[config.mk]
export PLATFORM = sky130hd
export DESIGN_NAME = work_break_cycle_timer_flat
export DESIGN_NICKNAME = d
export VERILOG_FILES = /design/src/design/wbct_pkg.sv /design/src/design/wbct_if.sv /design/src/design/work_break_cycle_timer.sv /design/src/flat_wrapper.sv
export SDC_FILE = /design/constraint.sdc
export NUM_CORES = 2
export LEC_CHECK = 0
export BUFFER_PORTS_ARGS = -buffer_cell sky130_fd_sc_hd__buf_4
export CAP_MARGIN = 15
export CORE_MARGIN = 1.5
export CORE_UTILIZATION = 45
export CTS_CLUSTER_SIZE = 25
export DETAILED_ROUTE_END_ITERATION = 7
export PLACE_DENSITY = 0.65
export SLEW_MARGIN = 20
export SYNTH_ARGS = -nofsm -noshare
export SYNTH_HDL_FRONTEND = slang
export SYNTH_SLANG_ARGS = --single-unit
export TNS_END_PERCENT = 1
[constraint.sdc]
create_clock -name clk -period 13.7 [get_ports clk]
set_clock_uncertainty 0.2 [all_clocks]
set_input_delay 0.685 -clock clk [delete_from_list [all_inputs] [get_ports clk]]
set_output_delay 0.685 -clock clk [all_outputs]
set_load 0.005 [all_outputs]
[src/design/wbct_pkg.sv]
`timescale 1ns / 1ps
// Work/break cycle timer package: command and phase codes, widths, register map,
// millisecond conversion helpers. No dependencies.
package wbct_pkg;

	typedef enum logic [2:0] {
		OP_TICK        = 3'd0,
		OP_START_WORK  = 3'd1,
		OP_START_SHORT = 3'd2,
		OP_PAUSE       = 3'd3,
		OP_RESUME      = 3'd4,
		OP_RESET       = 3'd5,
		OP_SKIP        = 3'd6,
		OP_TAKE_ALERT  = 3'd7
	} op_t;

	typedef enum logic [1:0] {
		PH_IDLE  = 2'd0,
		PH_WORK  = 2'd1,
		PH_SHORT = 2'd2,
		PH_LONG  = 2'd3
	} phase_t;

	typedef enum logic [1:0] {
		REG_WORK_MIN  = 2'd0,
		REG_SHORT_MIN = 2'd1,
		REG_LONG_MIN  = 2'd2,
		REG_SESSIONS  = 2'd3
	} reg_idx_t;

	localparam int MS_W      = 24;
	localparam int SEC_W     = 14;
	localparam int MIN_W     = 8;
	localparam int ELAPSED_W = 16;
	localparam int COUNT_W   = 16;
	localparam int POS_W     = 4;
	localparam int APB_ADDR_W = 4;
	localparam int APB_DATA_W = 32;

	localparam logic [15:0] MS_PER_MIN = 16'd60000;

	// x / 1000 == (x * RECIP) >> 38, exact for any 32-bit x
	localparam int RECIP_W   = 29;
	localparam logic [RECIP_W-1:0] SEC_RECIP = 29'h10624DD3;
	localparam int SEC_SHIFT = 38;
	localparam int PROD_W    = MS_W + RECIP_W;

	localparam logic [MIN_W-1:0] WORK_MIN_RST  = 8'd25;
	localparam logic [MIN_W-1:0] SHORT_MIN_RST = 8'd5;
	localparam logic [MIN_W-1:0] LONG_MIN_RST  = 8'd15;
	localparam logic [POS_W-1:0] SESSIONS_RST  = 4'd4;

	typedef struct packed {
		phase_t              phase;
		logic                paused;
		logic                running;
		logic [MS_W-1:0]     remaining_ms;
		logic [MS_W-1:0]     total_ms;
		logic [COUNT_W-1:0]  sessions;
		logic                taken;
	} status_t;

	function automatic logic [MS_W-1:0] min_to_ms(input logic [MIN_W-1:0] m);
		return MS_W'(m) * MS_W'(MS_PER_MIN);
	endfunction

	function automatic logic [SEC_W-1:0] ms_to_sec(input logic [MS_W-1:0] ms);
		logic [PROD_W-1:0] p;
		p = PROD_W'(ms) * PROD_W'(SEC_RECIP);
		return p[SEC_SHIFT +: SEC_W];
	endfunction

endpackage

[src/design/wbct_if.sv]
`timescale 1ns / 1ps
// Command and status channel interfaces of the work/break cycle timer.
// Depends on wbct_pkg.
interface wbct_cmd_if;
	import wbct_pkg::*;
	logic                 valid;
	logic                 ready;
	op_t                  op;
	logic [ELAPSED_W-1:0] elapsed_ms;
	logic [MIN_W-1:0]     minutes;

	modport source (output valid, output op, output elapsed_ms, output minutes, input ready);
	modport sink   (input valid, input op, input elapsed_ms, input minutes, output ready);
endinterface

interface wbct_status_if;
	import wbct_pkg::*;
	logic               valid;
	logic               ready;
	phase_t             phase;
	logic               is_paused;
	logic               is_running;
	logic [SEC_W-1:0]   remaining_sec;
	logic [SEC_W-1:0]   total_sec;
	logic [COUNT_W-1:0] sessions_done;
	logic               alert_taken;

	modport source (output valid, output phase, output is_paused, output is_running,
		output remaining_sec, output total_sec, output sessions_done, output alert_taken,
		input ready);
	modport sink (input valid, input phase, input is_paused, input is_running,
		input remaining_sec, input total_sec, input sessions_done, input alert_taken,
		output ready);
endinterface

[src/design/work_break_cycle_timer.sv]
`timescale 1ns / 1ps
// Work/break cycle timer top level: command register, state update, seconds
// conversion and status register. Depends on wbct_pkg and wbct_if.
//
// Usage:
//   cmd carries one command item (op, elapsed_ms, minutes); status returns one
//   item per command with the phase, pause/run flags, remaining and total time in
//   whole seconds, completed work phases and, for take alert, whether an alert
//   was pending. Both use valid/ready; an item moves when both are high.
//   Timer lengths and the long-break spacing are set through the APB port
//   (word registers at 0x0, 0x4, 0x8, 0xC); the user must write them only while
//   no command is in flight, as the block itself does not enforce it.
//   An accepted command passes the command register, the status snapshot register
//   and the output register. Throughput: one command per cycle while status.ready
//   is high; the state update for each command sits between the command register
//   and the status snapshot register, and the ms-to-seconds multiply sits before
//   the output register. Reset clears the timer state and pipeline, loads default
//   register values. When status.ready is low the three stages fill up one by one
//   and cmd.ready drops only once all of them hold items.
module work_break_cycle_timer (
	input  logic                           clk,
	input  logic                           arst_n,
	wbct_cmd_if.sink                       cmd,
	wbct_status_if.source                  status,
	input  logic                           psel,
	input  logic                           penable,
	input  logic                           pwrite,
	input  logic [wbct_pkg::APB_ADDR_W-1:0] paddr,
	input  logic [wbct_pkg::APB_DATA_W-1:0] pwdata,
	output logic [wbct_pkg::APB_DATA_W-1:0] prdata,
	output logic                           pready
);
	import wbct_pkg::*;

	// configuration
	logic [MIN_W-1:0] work_min_q, short_min_q, long_min_q;
	logic [POS_W-1:0] sessions_q;
	logic [MS_W-1:0]  work_ms_q, short_ms_q, long_ms_q;
	logic             cfg_wr;
	reg_idx_t         cfg_idx;

	// timer state
	phase_t             phase_q;
	logic               paused_q;
	logic [MS_W-1:0]    rem_q, total_q;
	logic [COUNT_W-1:0] count_q;
	logic [POS_W-1:0]   pos_q;
	logic               alert_q;

	phase_t             phase_d;
	logic               paused_d;
	logic [MS_W-1:0]    rem_d, total_d;
	logic [COUNT_W-1:0] count_d;
	logic [POS_W-1:0]   pos_d;
	logic               alert_d;
	logic               taken_d;
	logic [POS_W-1:0]   pos_inc, limit;

	// pipeline
	logic                 valid_s1, valid_s2, out_valid_q;
	logic                 adv_s1, adv_s2, adv_out;
	op_t                  op_s1;
	logic [ELAPSED_W-1:0] elapsed_s1;
	logic [MS_W-1:0]      start_ms_s1;
	status_t              st_s2;

	phase_t             res_phase_q;
	logic               res_paused_q, res_running_q, res_taken_q;
	logic [SEC_W-1:0]   res_rem_q, res_total_q;
	logic [COUNT_W-1:0] res_count_q;

	assign pready  = 1'b1;
	assign cfg_wr  = psel & penable & pwrite;
	assign cfg_idx = reg_idx_t'(paddr[3:2]);

	always_comb begin
		case (cfg_idx)
			REG_WORK_MIN:  prdata = APB_DATA_W'(work_min_q);
			REG_SHORT_MIN: prdata = APB_DATA_W'(short_min_q);
			REG_LONG_MIN:  prdata = APB_DATA_W'(long_min_q);
			REG_SESSIONS:  prdata = APB_DATA_W'(sessions_q);
			default:       prdata = '0;
		endcase
	end

	always_ff @(posedge clk or negedge arst_n) begin
		if (!arst_n) begin
			work_min_q  <= WORK_MIN_RST;
			short_min_q <= SHORT_MIN_RST;
			long_min_q  <= LONG_MIN_RST;
			sessions_q  <= SESSIONS_RST;
			work_ms_q   <= min_to_ms(WORK_MIN_RST);
			short_ms_q  <= min_to_ms(SHORT_MIN_RST);
			long_ms_q   <= min_to_ms(LONG_MIN_RST);
		end else if (cfg_wr) begin
			case (cfg_idx)
				REG_WORK_MIN: begin
					work_min_q <= pwdata[MIN_W-1:0];
					work_ms_q  <= min_to_ms(pwdata[MIN_W-1:0]);
				end
				REG_SHORT_MIN: begin
					short_min_q <= pwdata[MIN_W-1:0];
					short_ms_q  <= min_to_ms(pwdata[MIN_W-1:0]);
				end
				REG_LONG_MIN: begin
					long_min_q <= pwdata[MIN_W-1:0];
					long_ms_q  <= min_to_ms(pwdata[MIN_W-1:0]);
				end
				REG_SESSIONS: sessions_q <= pwdata[POS_W-1:0];
				default: ;
			endcase
		end
	end

	// handshake
	assign adv_out   = !out_valid_q || status.ready;
	assign adv_s2    = !valid_s2 || adv_out;
	assign adv_s1    = !valid_s1 || adv_s2;
	assign cmd.ready = adv_s1;

	always_ff @(posedge clk or negedge arst_n) begin
		if (!arst_n) begin
			valid_s1    <= 1'b0;
			valid_s2    <= 1'b0;
			out_valid_q <= 1'b0;
		end else begin
			if (adv_s1)  valid_s1    <= cmd.valid;
			if (adv_s2)  valid_s2    <= valid_s1;
			if (adv_out) out_valid_q <= valid_s2;
		end
	end

	always_ff @(posedge clk) begin
		if (adv_s1 && cmd.valid) begin
			op_s1       <= cmd.op;
			elapsed_s1  <= cmd.elapsed_ms;
			start_ms_s1 <= min_to_ms(cmd.minutes);
		end
	end

	// state update
	assign limit   = (sessions_q == '0) ? POS_W'(1) : sessions_q;
	assign pos_inc = pos_q + POS_W'(1);

	always_comb begin
		phase_d  = phase_q;
		paused_d = paused_q;
		rem_d    = rem_q;
		total_d  = total_q;
		count_d  = count_q;
		pos_d    = pos_q;
		alert_d  = alert_q;
		taken_d  = 1'b0;
		case (op_s1)
			OP_TICK: begin
				if (phase_q != PH_IDLE && !paused_q) begin
					if (MS_W'(elapsed_s1) < rem_q) begin
						rem_d = rem_q - MS_W'(elapsed_s1);
					end else begin
						alert_d = 1'b1;
						if (phase_q == PH_WORK) begin
							count_d = count_q + COUNT_W'(1);
							if (pos_inc >= limit) begin
								pos_d   = '0;
								phase_d = PH_LONG;
								total_d = long_ms_q;
							end else begin
								pos_d   = pos_inc;
								phase_d = PH_SHORT;
								total_d = short_ms_q;
							end
						end else begin
							phase_d = PH_WORK;
							total_d = work_ms_q;
						end
						rem_d = total_d;
					end
				end
			end
			OP_START_WORK, OP_START_SHORT: begin
				phase_d  = (op_s1 == OP_START_WORK) ? PH_WORK : PH_SHORT;
				total_d  = start_ms_s1;
				rem_d    = start_ms_s1;
				paused_d = 1'b0;
			end
			OP_PAUSE: begin
				if (phase_q != PH_IDLE) paused_d = 1'b1;
			end
			OP_RESUME: paused_d = 1'b0;
			OP_RESET: begin
				phase_d  = PH_IDLE;
				paused_d = 1'b0;
				rem_d    = '0;
				total_d  = '0;
				count_d  = '0;
				pos_d    = '0;
				alert_d  = 1'b0;
			end
			OP_SKIP: rem_d = '0;
			OP_TAKE_ALERT: begin
				taken_d = alert_q;
				alert_d = 1'b0;
			end
			default: ;
		endcase
	end

	always_ff @(posedge clk or negedge arst_n) begin
		if (!arst_n) begin
			phase_q  <= PH_IDLE;
			paused_q <= 1'b0;
			rem_q    <= '0;
			total_q  <= '0;
			count_q  <= '0;
			pos_q    <= '0;
			alert_q  <= 1'b0;
		end else if (valid_s1 && adv_s2) begin
			phase_q  <= phase_d;
			paused_q <= paused_d;
			rem_q    <= rem_d;
			total_q  <= total_d;
			count_q  <= count_d;
			pos_q    <= pos_d;
			alert_q  <= alert_d;
		end
	end

	always_ff @(posedge clk) begin
		if (valid_s1 && adv_s2) begin
			st_s2.phase        <= phase_d;
			st_s2.paused       <= paused_d;
			st_s2.running      <= (phase_d != PH_IDLE) && !paused_d;
			st_s2.remaining_ms <= rem_d;
			st_s2.total_ms     <= total_d;
			st_s2.sessions     <= count_d;
			st_s2.taken        <= taken_d;
		end
	end

	// seconds conversion into the output register
	always_ff @(posedge clk) begin
		if (valid_s2 && adv_out) begin
			res_phase_q   <= st_s2.phase;
			res_paused_q  <= st_s2.paused;
			res_running_q <= st_s2.running;
			res_rem_q     <= ms_to_sec(st_s2.remaining_ms);
			res_total_q   <= ms_to_sec(st_s2.total_ms);
			res_count_q   <= st_s2.sessions;
			res_taken_q   <= st_s2.taken;
		end
	end

	assign status.valid         = out_valid_q;
	assign status.phase         = res_phase_q;
	assign status.is_paused     = res_paused_q;
	assign status.is_running    = res_running_q;
	assign status.remaining_sec = res_rem_q;
	assign status.total_sec     = res_total_q;
	assign status.sessions_done = res_count_q;
	assign status.alert_taken   = res_taken_q;

endmodule

[src/flat_wrapper.sv]
// flat-port wrapper written by rule: the top's interface ports become plain ports
module work_break_cycle_timer_flat import wbct_pkg::*;
  (clk, arst_n, psel, penable, pwrite, paddr, pwdata, prdata, pready, cmd_valid, cmd_op, cmd_elapsed_ms, cmd_minutes, cmd_ready, status_valid, status_phase, status_is_paused, status_is_running, status_remaining_sec, status_total_sec, status_sessions_done, status_alert_taken, status_ready);
  wbct_cmd_if cmd_i ();
  wbct_status_if status_i ();
  input  logic clk;
  input  logic arst_n;
  input  logic psel;
  input  logic penable;
  input  logic pwrite;
  input  logic [wbct_pkg::APB_ADDR_W-1:0] paddr;
  input  logic [wbct_pkg::APB_DATA_W-1:0] pwdata;
  output logic [wbct_pkg::APB_DATA_W-1:0] prdata;
  output logic pready;
  input wire logic [$bits(cmd_i.valid)-1:0] cmd_valid;
  input wire logic [$bits(cmd_i.op)-1:0] cmd_op;
  input wire logic [$bits(cmd_i.elapsed_ms)-1:0] cmd_elapsed_ms;
  input wire logic [$bits(cmd_i.minutes)-1:0] cmd_minutes;
  output wire logic [$bits(cmd_i.ready)-1:0] cmd_ready;
  output wire logic [$bits(status_i.valid)-1:0] status_valid;
  output wire logic [$bits(status_i.phase)-1:0] status_phase;
  output wire logic [$bits(status_i.is_paused)-1:0] status_is_paused;
  output wire logic [$bits(status_i.is_running)-1:0] status_is_running;
  output wire logic [$bits(status_i.remaining_sec)-1:0] status_remaining_sec;
  output wire logic [$bits(status_i.total_sec)-1:0] status_total_sec;
  output wire logic [$bits(status_i.sessions_done)-1:0] status_sessions_done;
  output wire logic [$bits(status_i.alert_taken)-1:0] status_alert_taken;
  input wire logic [$bits(status_i.ready)-1:0] status_ready;
  assign cmd_i.valid = cmd_valid;
  assign cmd_i.op = cmd_op;
  assign cmd_i.elapsed_ms = cmd_elapsed_ms;
  assign cmd_i.minutes = cmd_minutes;
  assign cmd_ready = cmd_i.ready;
  assign status_valid = status_i.valid;
  assign status_phase = status_i.phase;
  assign status_is_paused = status_i.is_paused;
  assign status_is_running = status_i.is_running;
  assign status_remaining_sec = status_i.remaining_sec;
  assign status_total_sec = status_i.total_sec;
  assign status_sessions_done = status_i.sessions_done;
  assign status_alert_taken = status_i.alert_taken;
  assign status_i.ready = status_ready;
  work_break_cycle_timer u_core (.clk(clk), .arst_n(arst_n), .cmd(cmd_i), .status(status_i), .psel(psel), .penable(penable), .pwrite(pwrite), .paddr(paddr), .pwdata(pwdata), .prdata(prdata), .pready(pready));
endmodule
==> results.cfg <==
[run_status]
outcome = completed

[timing]
fin_crit_ns = 7.67
slew_headroom = 0.246
worst_pin_slew_ns = 1.13
setup_viol_count_final = 0
final.setup.tns_ns = 0
finalHoldViolCount = 0
post-route-period-util = 0.560
fmax_mhz = 130
final-max-slew-violation-count = 0
grt_setup_unrepaired = false

[yosys]
avgSynthCellArea_um2 = 10.3
ys_async_sr_fraction = 0.502
synth_top_family_by_area = adder cells
synthXorXnorAreaFrac = 0.0171
synth-edff-count = 156
yosys_warnings = 0
yosysSeqAreaShare = 0.238
synth-compound-area-share = 0.0904
yosys.area_share.simple = 0.0754
ys_seq_elements = 313
yosys_most_used_dff = edfxtp_1
muxShareOfSynthArea = 0.0197
synthDistinctLibCells = 80
synth_cells = 3527
synthAdderAreaFrac = 0.470
syn-cell-area_um2 = 36400

[clocking]
cts_hold_buf = 1
cts_root_buf = clkbuf_16
clkLatencyLatePin_ns = 0.58
clock-sinks = 313
cts.path.max_buffers = 3
post_cts_resized = 0
cts_tree = built
path_clk_slew_ns = 0.06
cts_setup_buffers = 0
h-tree-depth = 2
cts_made_buffers = 37

[grt]
grt_pass1_wl_um = 136000
grt-ovfl-total = 0
grt_max_degree = 73
grt_usage = 0.211
antenna_found_initial = 0
grt_pass1_vias = 24935

[die]
io_pins = 154
die_w_um = 287
core_um2 = 80300
die_h_um = 287
start_util = 0.454
num_rows = 104
die-area_um2 = 82700

[drt]
wl_met2_um = 39300
drt-met1-wl_um = 39100
ant_nets = 0
firstDrtPassIters = 6
wl_um = 84900
drc = 0
initialDrtViolationCount = 1639
vias = 24350
via_per_inst = 5.16
wl_per_cell_um = 18.0
route.met3.wl_um = 4530
top_layer = met4

[final_layout]
seqCellArea_um2 = 8660
fin_cells = 4718
final_common_cell = inv_1
design_area_um2 = 39600
drive_gt1_frac = 0.0752
syn_to_final_growth_pct = 8.80
n_fill_cell = 7230
nets = 4797
multi_input_area_um2 = 24600
mostFrequentLayoutCells = inv_1, ha_1, fa_1
final_core_util = 0.494

[place]
dpl.hpwl_um = 70100
numPortBuffers = 102
placedCellCount = 4648
place.gp.congestion = 0.962
place_area_um2 = 38300

[setup_path]
path_class = reg -> reg
cp.arrival_ns = 7.78
start_kind = flop
cp_max_fo = 9
cp.required_ns = 13.81
endpoint_kind = flop

[hold_path]
min_path_type = in -> reg

[run]
drv_cap = 0
## through the flow
| stage | setup WS, ns | hold slack (ns) |
|---|---|---|
| final | 6.03 | 0.0879 |
| after global routing | 5.51 | 0.0652 |
| after CTS | 5.86 | 0.0598 |
| after detailed placement | 5.87 | 0.205 |
| after global placement | 6.00 | 0.201 |
| after floorplan | 6.96 | 0.189 |
## cell families (layout without fill, tap and decap cells)
family / Yosys count / after routing
fa+ha+maj: 1099 / 1099
buf+inv: 843 / 950
simple gates: 607 / 607
compound gates: 529 / 529
flops: 313 / 313
xor+xnor: 71 / 71
mux: 63 / 63
other cells: 2 / 26
## layout make-up
type	instances	area share
antenna	1	0.0000631
clock buffer	53	0.0261
clock inverter	15	0.00603
inverter	761	0.0721
multi-input combinational	2394	0.621
sequential	313	0.218
tap	1060	0.0335
timing repair buffer	121	0.0231
## routing by layer
metal	GRT usage	vias to the layer above
li1	-	11756
met1	0.295	11938
met2	0.345	533
met3	0.0326	123
met4	0.0508	0
met5	0	-
## state kept, by name, indices dropped and copies added (netlist names), 16 cells and up
signal / cells
u_core.count_q: 16
u_core.elapsed_s1: 16
u_core.long_ms_q: 18
u_core.rem_q: 24
u_core.short_ms_q: 18
u_core.st_s2: 69
u_core.start_ms_s1: 19
u_core.status.sessions_done: 16
u_core.total_q: 24
u_core.work_ms_q: 18
## cell usage after synthesis (28+ instances only)
cell,n,area share
ha_1,652,0.22
dfrtp_1,121,0.083
a21oi_1,137,0.019
nor2_1,102,0.011
edfxtp_1,156,0.13
fa_1,447,0.25
xnor2_1,47,0.011
dfstp_2,36,0.026
clkbuf_1,46,0.0047
a21o_1,62,0.013
nand3_1,38,0.0052
o21ai_0,166,0.023
mux2i_1,31,0.0085
nand2_1,308,0.032
mux2_2,28,0.0087
inv_1,761,0.078
## worst max-delay path, stage by stage (launching register included)
cell and delay, ns:
edfxtp_1 0.65, ha_1 0.43, inv_1 0.08, fa_1 0.50, fa_1 0.50, inv_1 0.06
fa_1 0.52, inv_1 0.06, fa_1 0.53, inv_1 0.05, fa_1 0.48, inv_1 0.05
fa_1 0.49, inv_1 0.05, ha_1 0.27, and4_1 0.24, nand3_1 0.11, nor4_1 0.57
o21ai_0 0.26, a21oi_1 0.57, o221ai_1 0.33, nor2b_1 0.21, nor2_1 0.07, xnor2_1 0.13
## worst paths after layout
kind / from / to / slack (ns) / cells past startpoint
max in group asynchronous: arst_n / u_core.count_q[2]$_DFFE_PN0P_ / 11.07 / 4
worst max register to register: u_core.st_s2[23]$_DFFE_PP_ / u_core.status.total_sec[12]$_DFFE_PP_ / 6.03 / 23
min in group asynchronous: arst_n / u_core.long_min_q[4]$_DFFE_PN0P_ / 0.39 / 2
worst max-delay path: u_core.st_s2[23]$_DFFE_PP_ / u_core.status.total_sec[12]$_DFFE_PP_ / 6.03 / 23
worst min-delay path: cmd_op[2] / u_core.op_s1[2]$_DFFE_PP_ / 0.09 / 1
worst min register to register: u_core.st_s2[65]$_DFFE_PP_ / u_core.status.is_running$_DFFE_PP_ / 0.22 / 0
Power is left out: the tool's default activity adds up to more than one toggle a clock period on the data nets, which glitch-free logic cannot reach.
